<file path="config.mk">
export PLATFORM = sky130hd
export DESIGN_NAME = round_robin_process_table_core
export DESIGN_NICKNAME = d
export VERILOG_FILES = /design/src/rrpt_pkg.sv /design/src/rrpt_ram.sv /design/src/round_robin_process_table_core.sv
export SDC_FILE = /design/constraint.sdc
export NUM_CORES = 1
export LEC_CHECK = 0
export BUFFER_PORTS_ARGS = -buffer_cell sky130_fd_sc_hd__buf_2
export CAP_MARGIN = 20
export CORE_MARGIN = 2
export CORE_UTILIZATION = 40
export DETAILED_ROUTE_END_ITERATION = 8
export PLACE_DENSITY = 0.64
export SYNTH_ARGS = -nofsm -noshare
export SYNTH_HDL_FRONTEND = slang
export SYNTH_SLANG_ARGS = --single-unit
</file>
<file path="constraint.sdc">
create_clock -name clk -period 7.1 [get_ports clk]
set_clock_uncertainty 0.1 [all_clocks]
set_input_delay 1.065 -clock clk [delete_from_list [all_inputs] [get_ports clk]]
set_output_delay 1.065 -clock clk [all_outputs]
set_load 0.01 [all_outputs]
</file>
<file path="src/rrpt_pkg.sv">
// Package for the round robin process table core.
// Command and result word types, action codes and fixed constants.
// No dependencies.
package rrpt_pkg;

  // Action codes carried in the command word
  localparam logic [2:0] ACT_TICK       = 3'd0;
  localparam logic [2:0] ACT_SPAWN      = 3'd1;
  localparam logic [2:0] ACT_SPAWN_WAIT = 3'd2;
  localparam logic [2:0] ACT_KILL       = 3'd3;
  localparam logic [2:0] ACT_TERMINATE  = 3'd4;

  // Stack pointer of a slot that has never been written
  localparam logic [15:0] STACK_RESET = 16'hff00;
  // Segment of the kernel, also the spacing between process segments
  localparam logic [15:0] SEG_STEP    = 16'h1000;

  typedef struct packed {
    logic [2:0]  action;
    logic        from_kernel;
    logic [2:0]  running_slot;
    logic [15:0] saved_stack;
    logic [2:0]  target_slot;
  } cmd_t;

  typedef struct packed {
    logic        status;
    logic [2:0]  chosen_slot;
    logic        kept_previous;
    logic [15:0] next_segment;
    logic [15:0] next_stack;
  } res_t;

endpackage

</file>
<file path="src/rrpt_ram.sv">
// Generic simple dual-port RAM: one write port, one read port, registered read.
// No dependencies.
module rrpt_ram #(
  parameter int WIDTH = 16,
  parameter int DEPTH = 8
) (
  input  logic                     clk,
  input  logic                     we,
  input  logic [$clog2(DEPTH)-1:0] waddr,
  input  logic [WIDTH-1:0]         wdata,
  input  logic [$clog2(DEPTH)-1:0] raddr,
  output logic [WIDTH-1:0]         rdata
);

  logic [WIDTH-1:0] mem [DEPTH];

  // Write port and registered read port
  always_ff @(posedge clk) begin
    if (we) begin
      mem[waddr] <= wdata;
    end
    rdata <= mem[raddr];
  end

endmodule

</file>
<file path="src/round_robin_process_table_core.sv">
// Round robin process table core: top level.
// Depends on rrpt_pkg (types, codes, constants) and rrpt_ram (stack and link stores).
//
// Keeps a table of SLOTS process slots and the current slot. A command word is
// taken when start is high and busy is low; exactly one result word follows,
// shown on result for a single cycle while done is high, and it must be taken
// then, as the receiver cannot hold it off. A tick saves the interrupted stack
// pointer and scans round robin for a runnable slot; spawn and spawn-and-wait
// take the lowest free slot; kill and terminate free a slot and unblock its
// parent. A tick or spawn scans one slot per clock, then reads the chosen slot's stack
// and gives the result; spawn-and-wait first writes the links (S_LINK1, S_LINK2). A
// scan that finds nothing answers at the last slot; kill and terminate pass S_KREAD,
// S_KRD and S_KCLR; a kill beyond the table or an unused action code answers straight
// from idle. The stack and link stores each have one write and one read port with a
// registered read. done can coincide with the next start being accepted. The stores
// need no clearing after reset. init_stack is to be written through cfg_valid /
// cfg_data (cfg_ready is always high) while the block is idle, unenforced by the block.
module round_robin_process_table_core
  import rrpt_pkg::*;
#(
  parameter int SLOTS = 8
) (
  input  logic        clk,
  input  logic        rst,
  input  logic        start,
  output logic        busy,
  input  cmd_t        cmd,
  output logic        done,
  output res_t        result,
  input  logic        cfg_valid,
  output logic        cfg_ready,
  input  logic [15:0] cfg_data
);

  localparam int IW = $clog2(SLOTS);
  localparam int LW = $clog2(SLOTS + 2);
  localparam logic [LW-1:0] LINK_NONE = LW'(SLOTS);
  localparam logic [LW-1:0] LINK_BLK  = LW'(SLOTS + 1);
  localparam logic [IW-1:0] LAST_SLOT = IW'(SLOTS - 1);

  typedef enum logic [3:0] {
    S_IDLE,
    S_TSCAN,
    S_SSCAN,
    S_LINK1,
    S_LINK2,
    S_KREAD,
    S_KRD,
    S_KCLR,
    S_READ,
    S_OUT
  } state_t;

  state_t         state;
  cmd_t           cmd_q;
  logic [IW-1:0]  scan;
  logic [IW-1:0]  cnt;
  logic [IW-1:0]  sel;
  logic [IW-1:0]  current;
  logic [15:0]    init_stack;
  logic [SLOTS-1:0] active;
  logic [SLOTS-1:0] blocked;
  logic [SLOTS-1:0] stk_vld;
  logic [SLOTS-1:0] lnk_vld;
  logic           stk_rvld;
  logic           lnk_rvld;

  logic           accept;
  logic           save_run;
  logic [IW-1:0]  scan_start;
  logic [IW-1:0]  scan_next;
  logic           scan_last;

  logic           stk_we;
  logic [IW-1:0]  stk_waddr;
  logic [15:0]    stk_wdata;
  logic [15:0]    stk_rdata;
  logic [15:0]    stk_val;

  logic           lnk_we;
  logic [IW-1:0]  lnk_waddr;
  logic [LW-1:0]  lnk_wdata;
  logic [LW-1:0]  lnk_rdata;
  logic [LW-1:0]  parent;
  logic           parent_ok;

  // Segment of a slot, wrapping to 16 bits
  function automatic logic [15:0] seg_of(input logic [3:0] slot);
    seg_of = {slot + 4'd2, 12'h000};
  endfunction

  assign busy      = (state != S_IDLE);
  assign cfg_ready = 1'b1;
  assign accept    = start && !busy;

  // Tick from a user process inside the table: save its stack, scan from the next slot
  assign save_run   = (cmd.action == ACT_TICK) && !cmd.from_kernel &&
                      (int'(cmd.running_slot) < SLOTS);
  assign scan_start = !save_run ? '0 :
                      (int'(cmd.running_slot) == SLOTS - 1) ? '0 :
                      IW'(cmd.running_slot) + 1'b1;
  assign scan_next  = (scan == LAST_SLOT) ? '0 : scan + 1'b1;
  assign scan_last  = (cnt == LAST_SLOT);

  // Entries never written read as their reset values
  assign stk_val   = stk_rvld ? stk_rdata : STACK_RESET;
  assign parent    = lnk_rvld ? lnk_rdata : LINK_NONE;
  assign parent_ok = (parent < LW'(SLOTS));

  // Stack store write port
  always_comb begin
    stk_we    = 1'b0;
    stk_waddr = sel;
    stk_wdata = init_stack;
    if (accept && save_run) begin
      stk_we    = 1'b1;
      stk_waddr = IW'(cmd.running_slot);
      stk_wdata = cmd.saved_stack;
    end else if (state == S_KRD) begin
      stk_we    = 1'b1;
    end
  end

  // Link store write port
  always_comb begin
    lnk_we    = 1'b0;
    lnk_waddr = sel;
    lnk_wdata = LINK_NONE;
    case (state)
      S_LINK1: begin
        lnk_we    = 1'b1;
        lnk_wdata = LW'(current);
      end
      S_LINK2: begin
        lnk_we    = 1'b1;
        lnk_waddr = current;
        lnk_wdata = LINK_BLK;
      end
      S_KRD: begin
        lnk_we    = parent_ok;
        lnk_waddr = parent[IW-1:0];
      end
      S_KCLR: begin
        lnk_we    = 1'b1;
      end
      default: begin
        lnk_we    = 1'b0;
      end
    endcase
  end

  rrpt_ram #(.WIDTH(16), .DEPTH(SLOTS)) u_stack_ram (
    .clk   (clk),
    .we    (stk_we),
    .waddr (stk_waddr),
    .wdata (stk_wdata),
    .raddr (sel),
    .rdata (stk_rdata)
  );

  rrpt_ram #(.WIDTH(LW), .DEPTH(SLOTS)) u_link_ram (
    .clk   (clk),
    .we    (lnk_we),
    .waddr (lnk_waddr),
    .wdata (lnk_wdata),
    .raddr (sel),
    .rdata (lnk_rdata)
  );

  // Written marks and the blocked mirror of the link store
  always_ff @(posedge clk) begin
    if (rst) begin
      stk_vld  <= '0;
      lnk_vld  <= '0;
      blocked  <= '0;
      stk_rvld <= 1'b0;
      lnk_rvld <= 1'b0;
    end else begin
      stk_rvld <= stk_vld[sel];
      lnk_rvld <= lnk_vld[sel];
      if (stk_we) begin
        stk_vld[stk_waddr] <= 1'b1;
      end
      if (lnk_we) begin
        lnk_vld[lnk_waddr] <= 1'b1;
        blocked[lnk_waddr] <= (lnk_wdata == LINK_BLK);
      end
    end
  end

  // Configuration register
  always_ff @(posedge clk) begin
    if (rst) begin
      init_stack <= STACK_RESET;
    end else if (cfg_valid) begin
      init_stack <= cfg_data;
    end
  end

  // Command sequencer and result register
  always_ff @(posedge clk) begin
    if (rst) begin
      state   <= S_IDLE;
      done    <= 1'b0;
      active  <= '0;
      current <= '0;
    end else begin
      done <= 1'b0;
      case (state)
        S_IDLE: begin
          if (accept) begin
            cmd_q <= cmd;
            cnt   <= '0;
            case (cmd.action)
              ACT_TICK: begin
                scan  <= scan_start;
                state <= S_TSCAN;
              end
              ACT_SPAWN, ACT_SPAWN_WAIT: begin
                scan  <= '0;
                state <= S_SSCAN;
              end
              ACT_KILL: begin
                if (int'(cmd.target_slot) < SLOTS) begin
                  sel   <= IW'(cmd.target_slot);
                  state <= S_KREAD;
                end else begin
                  result <= '0;
                  done   <= 1'b1;
                end
              end
              ACT_TERMINATE: begin
                sel   <= current;
                state <= S_KREAD;
              end
              default: begin
                result <= '0;
                done   <= 1'b1;
              end
            endcase
          end
        end
        // Round robin scan for an active, unblocked slot
        S_TSCAN: begin
          if (active[scan] && !blocked[scan]) begin
            sel     <= scan;
            current <= scan;
            state   <= S_READ;
          end else if (scan_last) begin
            // status, chosen_slot, kept_previous, next_segment, next_stack
            result <= {1'b0, 3'd0, 1'b1,
                       cmd_q.from_kernel ? SEG_STEP : seg_of({1'b0, cmd_q.running_slot}),
                       cmd_q.saved_stack};
            done   <= 1'b1;
            state  <= S_IDLE;
          end else begin
            scan <= scan_next;
            cnt  <= cnt + 1'b1;
          end
        end
        // Lowest free slot
        S_SSCAN: begin
          if (!active[scan]) begin
            active[scan] <= 1'b1;
            sel          <= scan;
            state        <= (cmd_q.action == ACT_SPAWN_WAIT) ? S_LINK1 : S_READ;
          end else if (scan_last) begin
            result <= {1'b1, 3'd0, 1'b0, 16'h0000, 16'h0000};
            done   <= 1'b1;
            state  <= S_IDLE;
          end else begin
            scan <= scan_next;
            cnt  <= cnt + 1'b1;
          end
        end
        // New slot gets the current one as parent, then the current one blocks
        S_LINK1: begin
          state <= S_LINK2;
        end
        S_LINK2: begin
          state <= S_READ;
        end
        // Free a slot: read its parent, reset its stack, unlink both
        S_KREAD: begin
          state <= S_KRD;
        end
        S_KRD: begin
          active[sel] <= 1'b0;
          state       <= S_KCLR;
        end
        S_KCLR: begin
          result <= '0;
          done   <= 1'b1;
          state  <= S_IDLE;
        end
        S_READ: begin
          state <= S_OUT;
        end
        // Resume word for the chosen slot
        S_OUT: begin
          result <= {1'b0, 3'(sel), 1'b0, seg_of(4'(sel)), stk_val};
          done   <= 1'b1;
          state  <= S_IDLE;
        end
        default: begin
          state <= S_IDLE;
        end
      endcase
    end
  end

endmodule
</file>
# After elaboration in Yosys (flattened, before gate mapping)
# Memories as Yosys holds them, arrays and structs flattened. A register that Yosys moved wholly into a read port is not among the register bits.
# Index checks and enable logic that the tools add are counted.
# totals
register_bits,127
ramBits,160
inputBits,46
output_inout_bits,40
elab_cells,175
mem_count,2
# memory_table
name,depth,word_bits,rd,rd_ports_with_merged_regs,wr,line,rtl
u_stack_ram.mem,8,16,1,1,1,rrpt_ram.sv:15,logic [WIDTH-1:0] mem [DEPTH];
u_link_ram.mem,8,4,1,1,1,rrpt_ram.sv:15,
# classes
add_sub_neg,5
order_cmp,9
n_eq_ne,29
muxes,72
bitwise,6
n_reduce_logical,30
# ops
op,n
37-bit 2-to-1 mux,6
37-bit one-hot mux with 5 select lines,1
16-bit 2-to-1 mux,3
3-bit 2-to-1 mux,15
4-bit one-hot mux with 8 select lines,1
3-bit one-hot mux with 3 select lines,3
4-bit 2-to-1 mux,6
8-bit bitwise OR,3
1-bit 2-to-1 mux,19
3-bit one-hot mux with 2 select lines,3
4-bit by 3-bit equality test with 1-bit output (second input constant),4
3-bit by 4-bit < comparator with 1-bit output (second input constant),4
2-bit != test (second input constant),8
8-bit one-hot mux with 2 select lines,1
1-bit binary-select mux with 3-bit select,4
1-bit demux with 3-bit select,4
4-bit equality test (second input constant),3
3-bit by 1-bit >= comparator with 1-bit output (second input constant),4
4-bit one-hot mux with 3 select lines,1
6-bit AND reduction,2
3-bit by 1-bit adder with 3-bit output (second input constant),3
3-bit by 2-bit equality test with 1-bit output (second input constant),3
3-bit equality test (second input constant),3
3-bit by 2-bit adder with 4-bit output (second input constant),2
30 further kinds,45

# Longest topological paths before layout
# depth
depth_word,10
depth_mapped,7
mapped_depth_nobuf,6

# Cells and area by module
# From an unflattened synthesis, not the netlist that was laid out.
# unflattened
cells_unflattened,780
hier_area_um2,12214.2
# modules_own_cells
mod,instances,cells_each,area_per_inst_um2,seq_area_each_um2
round_robin_process_table_core,1,503,5550.3,2872.8
rrpt_ram (u_stack_ram),1,214,5293.8,4164.0
rrpt_ram (u_link_ram),1,63,1370.1,1041.0

# Worst setup path before layout
# No wires, ideal clock.
# synth_path
path_type,input port to flip-flop
startpoint,in rst
endpoint,reg result[0] (netlist bit) (enable)
setup_time_ns,0.439
t_arrival_ns,3.330
required_ns,6.561
slack_ns,3.231
stages,4
path_buffers,1
cell_sequence,clkbuf_1 a2111oi_0 o21ai_1 nor3_1
# synth_between
elab_chain_len,2
# synth_lines
element,line,rtl
"start, declared",round_robin_process_table_core.sv:24,"input logic rst,"
1-bit NOT (no source line),n/a,
8-bit AND reduction (no source line),n/a,
"end signal, assigned",round_robin_process_table_core.sv:251,"result <= {1'b0, 3'd0, 1'b1,"
"end signal, assigned",round_robin_process_table_core.sv:268,"result <= {1'b1, 3'd0, 1'b0, 16'h0000, 16'h0000};"
"end signal, assigned",round_robin_process_table_core.sv:301,"result <= {1'b0, 3'(sel), 1'b0, seg_of(4'(sel)), stk_val};"
"end, declared",round_robin_process_table_core.sv:29,"output res_t result,"
# Every way passes these cells.
# A chain may end at the register's enable or synchronous reset.

# Worst setup path in the final report
# layout_path
startpoint,in cmd[24] (netlist bit)
endpoint,mem u_stack_ram.mem[6][2] (enable)
# layout_between
elab_chain_len,6
elab_cells_between_ends,7
cone_classes,mux: 4; reduce/logical: 3
# layout_lines
element,line,rtl
"start, declared",round_robin_process_table_core.sv:27,"input cmd_t cmd,"
3-bit logical NOT *,round_robin_process_table_core.sv:97,assign save_run = (cmd.action == ACT_TICK) && !cmd.from_kernel &&
1-bit logical AND *,round_robin_process_table_core.sv:97,
1-bit logical AND *,round_robin_process_table_core.sv:115,if (accept && save_run) begin
1-bit 2-to-1 mux,round_robin_process_table_core.sv:115,
1-bit 2-to-1 mux,rrpt_ram.sv:19,if (we) begin
1-bit 2-to-1 mux (not written as such),rrpt_ram.sv:20,mem[waddr] <= wdata;
"end, declared",rrpt_ram.sv:15,
# Mark *: on every way between the ends. The rest lies on a longest branch, timed or not.

==> results_dict.tcl <==
set metrics [dict create \
    cts_resized 0 \
    cp.arrival_ns 3.77 \
    slowest_stage "and2_1" \
    rsz0062_at_grt "false" \
    place.gp.congestion 0.7854 \
    place_hpwl_um 16880 \
    final_nets 980 \
    synthTopCellsByArea "edfxtp_1, dfxtp_1, mux4_2, nand2_1, mux2i_1" \
    synthAdderAreaFrac 0.01036 \
    firstDrtPassIters 5 \
    ioPinCount 86 \
    final_max_slew_viol_count 0 \
    dieHeight_um 177.7 \
    wl_per_cell_um 19.66 \
    power.switching_uw 1392 \
    ir_worst_vdd_v 0.0002082 \
    p_comb_frac 0.207 \
    yosysWarnings 0 \
    finalHoldViolations 0 \
    synthXorXnorAreaFrac 0.002902 \
    yosys-mux-area-fraction 0.1151 \
    synth_compound_area_frac 0.05886 \
    fin_area_um2 13830 \
    place_inst 1283 \
    routed_wl_um 26280 \
    drtIter0Drc 612 \
    p_per_area_nw_per_um2 353.9 \
    portBuffers 72 \
    worstPathMaxFanout 26 \
    track_usage 0.1676 \
    async_reset_ff_frac 0 \
    critPathLaunchType "input port" \
    start_util 0.4063 \
    num_vias 7035 \
    clk_latency_ns 0.56 \
    status "complete, no violations" \
    seq_power_share 0.456 \
    p_int_uw 3502 \
    period_needed_ns 3.691 \
    nFillCells 2590 \
    critPathTopFamily "simple AND/OR/NAND/NOR gates" \
    finalSetupTns_ns 0 \
    die_w_um 177.7 \
    path_clk_slew_ns 0.06 \
    syn_to_final_growth_pct 14.52 \
    post_cts_buffers 0 \
    grt_pass1_vias 6888 \
    yosys.area_share.simple 0.1142 \
    criticalPathCategory "in -> reg" \
    p_sw_frac 0.2845 \
    finalPower_uw 4894 \
    setup_slack_ns 3.409 \
    fp.coreArea_um2 29720 \
    avgSynthCellArea_um2 14.12 \
    worst_slew_pin_slew_ns 0.9641 \
    synth_seq_cells 295 \
    holdCritPathClass "reg -> reg" \
    syn_area_um2 12070 \
    critPathCaptureType "flip-flop" \
    root_buffer "clkbuf_16" \
    antenna_found_initial 0 \
    ant_nets 0 \
    yosysTopAreaCell "edfxtp_1" \
    synth_top_family_by_area "multiplexers" \
    synth_seq_area_share 0.6690 \
    cpPeakStageDelay_ns 0.71 \
    timing.fmax_ghz 0.2709 \
    grt_pass1_wl_um 39770 \
    numCtsBuffers 29 \
    finalCritPeriodShare 0.5198 \
    ys_types 61 \
    grt_max_degree 59 \
    cts_tree "done" \
    ys.flop_type "edfxtp_1" \
    num_antenna_cells 0 \
    overflow 0 \
    drcViolationCount 0 \
    dpl-instance-area_um2 12770 \
    synth_edf_count 217 \
    p_leak_uw 0.005065 \
    layout.cells.non_filler 1337 \
    dpl_worst_slack_ns 2.810 \
    path_cells "buf_2 > nor4_2 > nand3_2 > o21ai_1 > and2_1" \
    clk_path_buf_depth 3 \
    clock-sinks 295 \
    crit_buf_inv 1 \
    critPathRequiredTime_ns 7.18 \
    synth_top_area_frac 0.5397 \
    cap_violations 0 \
    clockPowerShare 0.337 \
    setup_viol 0 \
    vias_per_cell 5.262 \
    maxSlewHeadroom 0.3573 \
    htree_levels 1 \
    rows 63 \
    synth_cells 855 \
    die_area_um2 31590 \
    hold_buffers 0 \
    drive_above_1_share 0.2122 \
]
## cells by family after synthesis
logic type               Yosys count
flip-flops                       295
other                              2
AO/OA/AOI/OAI                    105
multiplexers                      78
buffers and inverters             72
adder cells (fa/ha/maj)           10
XOR/XNOR                           4
AND/OR/NAND/NOR                  289
## cell type report
| cell class | instances | area, µm² | share of cell area |
|---|---|---|---|
| Sequential cell | 295 | 8078 | 0.5842 |
| Inverter | 14 | 52.55 | 0.003801 |
| Multi-Input combinational cell | 499 | 3699 | 0.2675 |
| Clock buffer | 41 | 850.8 | 0.06153 |
| Clock inverter | 13 | 201.4 | 0.01457 |
| Timing Repair Buffer | 85 | 457.9 | 0.03312 |
| Tap cell | 390 | 488.0 | 0.03529 |
## worst reg2reg max path, delay by kind of cell (launching register included)
kind            cells  cell delay, ns
compound gates      1            0.55
simple gates        3            1.86
flops               1            0.60
## per-layer routing
layer | global-route usage | part of all wire
met4 | 0.04918 | 0.018
met5 | 0 | 0
met1 | 0.2348 | 0.45
met2 | 0.2661 | 0.46
met3 | 0.03256 | 0.074
## synthesized netlist by cell type, drive strengths merged, types with 2 or more instances
library cell,number
a21o,2
nor2,50
nand3b,5
o21ai,27
dfxtp,78
nor3b,4
a21boi,2
o31ai,3
a2111oi,2
nand2b,16
mux2i,26
a211o,9
conb,2
nor2b,24
a31oi,3
a21oi,26
o21ba,7
nor3,13
clkbuf,24
a32oi,3
nand3,8
xnor2,4
buf,34
inv,14
mux2,4
nand4b,2
nand2,147
ha,10
and3,5
o22ai,2
o21a,2
and2,7
mux4,48
a22o,9
nor4,5
edfxtp,217
## worst paths after layout
| check | endpoint | startpoint | cells after the start | slack (ns) |
|---|---|---|---|---|
| worst max-delay path | u_stack_ram.mem[6][2] | cmd[24] | 5 | 3.41 |
| worst min-delay path | lnk_vld[6] | lnk_vld[6] | 2 | 0.35 |
| worst max register to register | u_stack_ram.mem[6][2] | state[1] | 4 | 3.63 |
| worst min register to register | lnk_vld[6] | lnk_vld[6] | 2 | 0.35 |
## power groups by stage
stage	Clock, µW	Combinational (µW)	Sequential (µW)
2_1_floorplan	0	746	2220
3_3_place_gp	0	999	2260
3_5_place_dp	0	1020	2270
4_1_cts	1680	1020	2230
5_1_grt	1740	1120	2250
6_report	1650	1010	2230
## metrics by stage
stage / utilization / hold slack (ns)
final: 0.4653 / 0.3540
after global routing: 0.4653 / 0.3950
after detailed placement: 0.4299 / 0.3409
after CTS: 0.4653 / 0.3495
after floorplan: - / 0.3223
after global placement: 0.4299 / 0.3393
## sequential cells by signal, indices dropped and copies added (netlist names), 3 cells and up
register and count:
cnt 3, u_stack_ram.rdata 16, state 4, u_link_ram.mem 32
stk_vld 8, lnk_vld 8, u_link_ram.rdata 4, current 3
blocked 8, result 25, u_stack_ram.mem 128, init_stack 16
scan 3, cmd_q 23, sel 3, active 8
## layout by cell type (no fill, tap or decap), drive strengths merged, types with 9 or more instances in the layout
master,netlist,final
nor2,50,50
conb,2,13
o21ai,27,27
buf,34,85
a22o,9,9
edfxtp,217,217
nor3,13,13
mux2i,26,26
inv,14,15
ha,10,10
nor2b,24,24
a211o,9,9
nand2,147,147
clkbuf,24,41
mux4,48,48
a21oi,26,26
dfxtp,78,78
nand2b,16,16
Note: power is estimated with default switching activity, not from simulation.
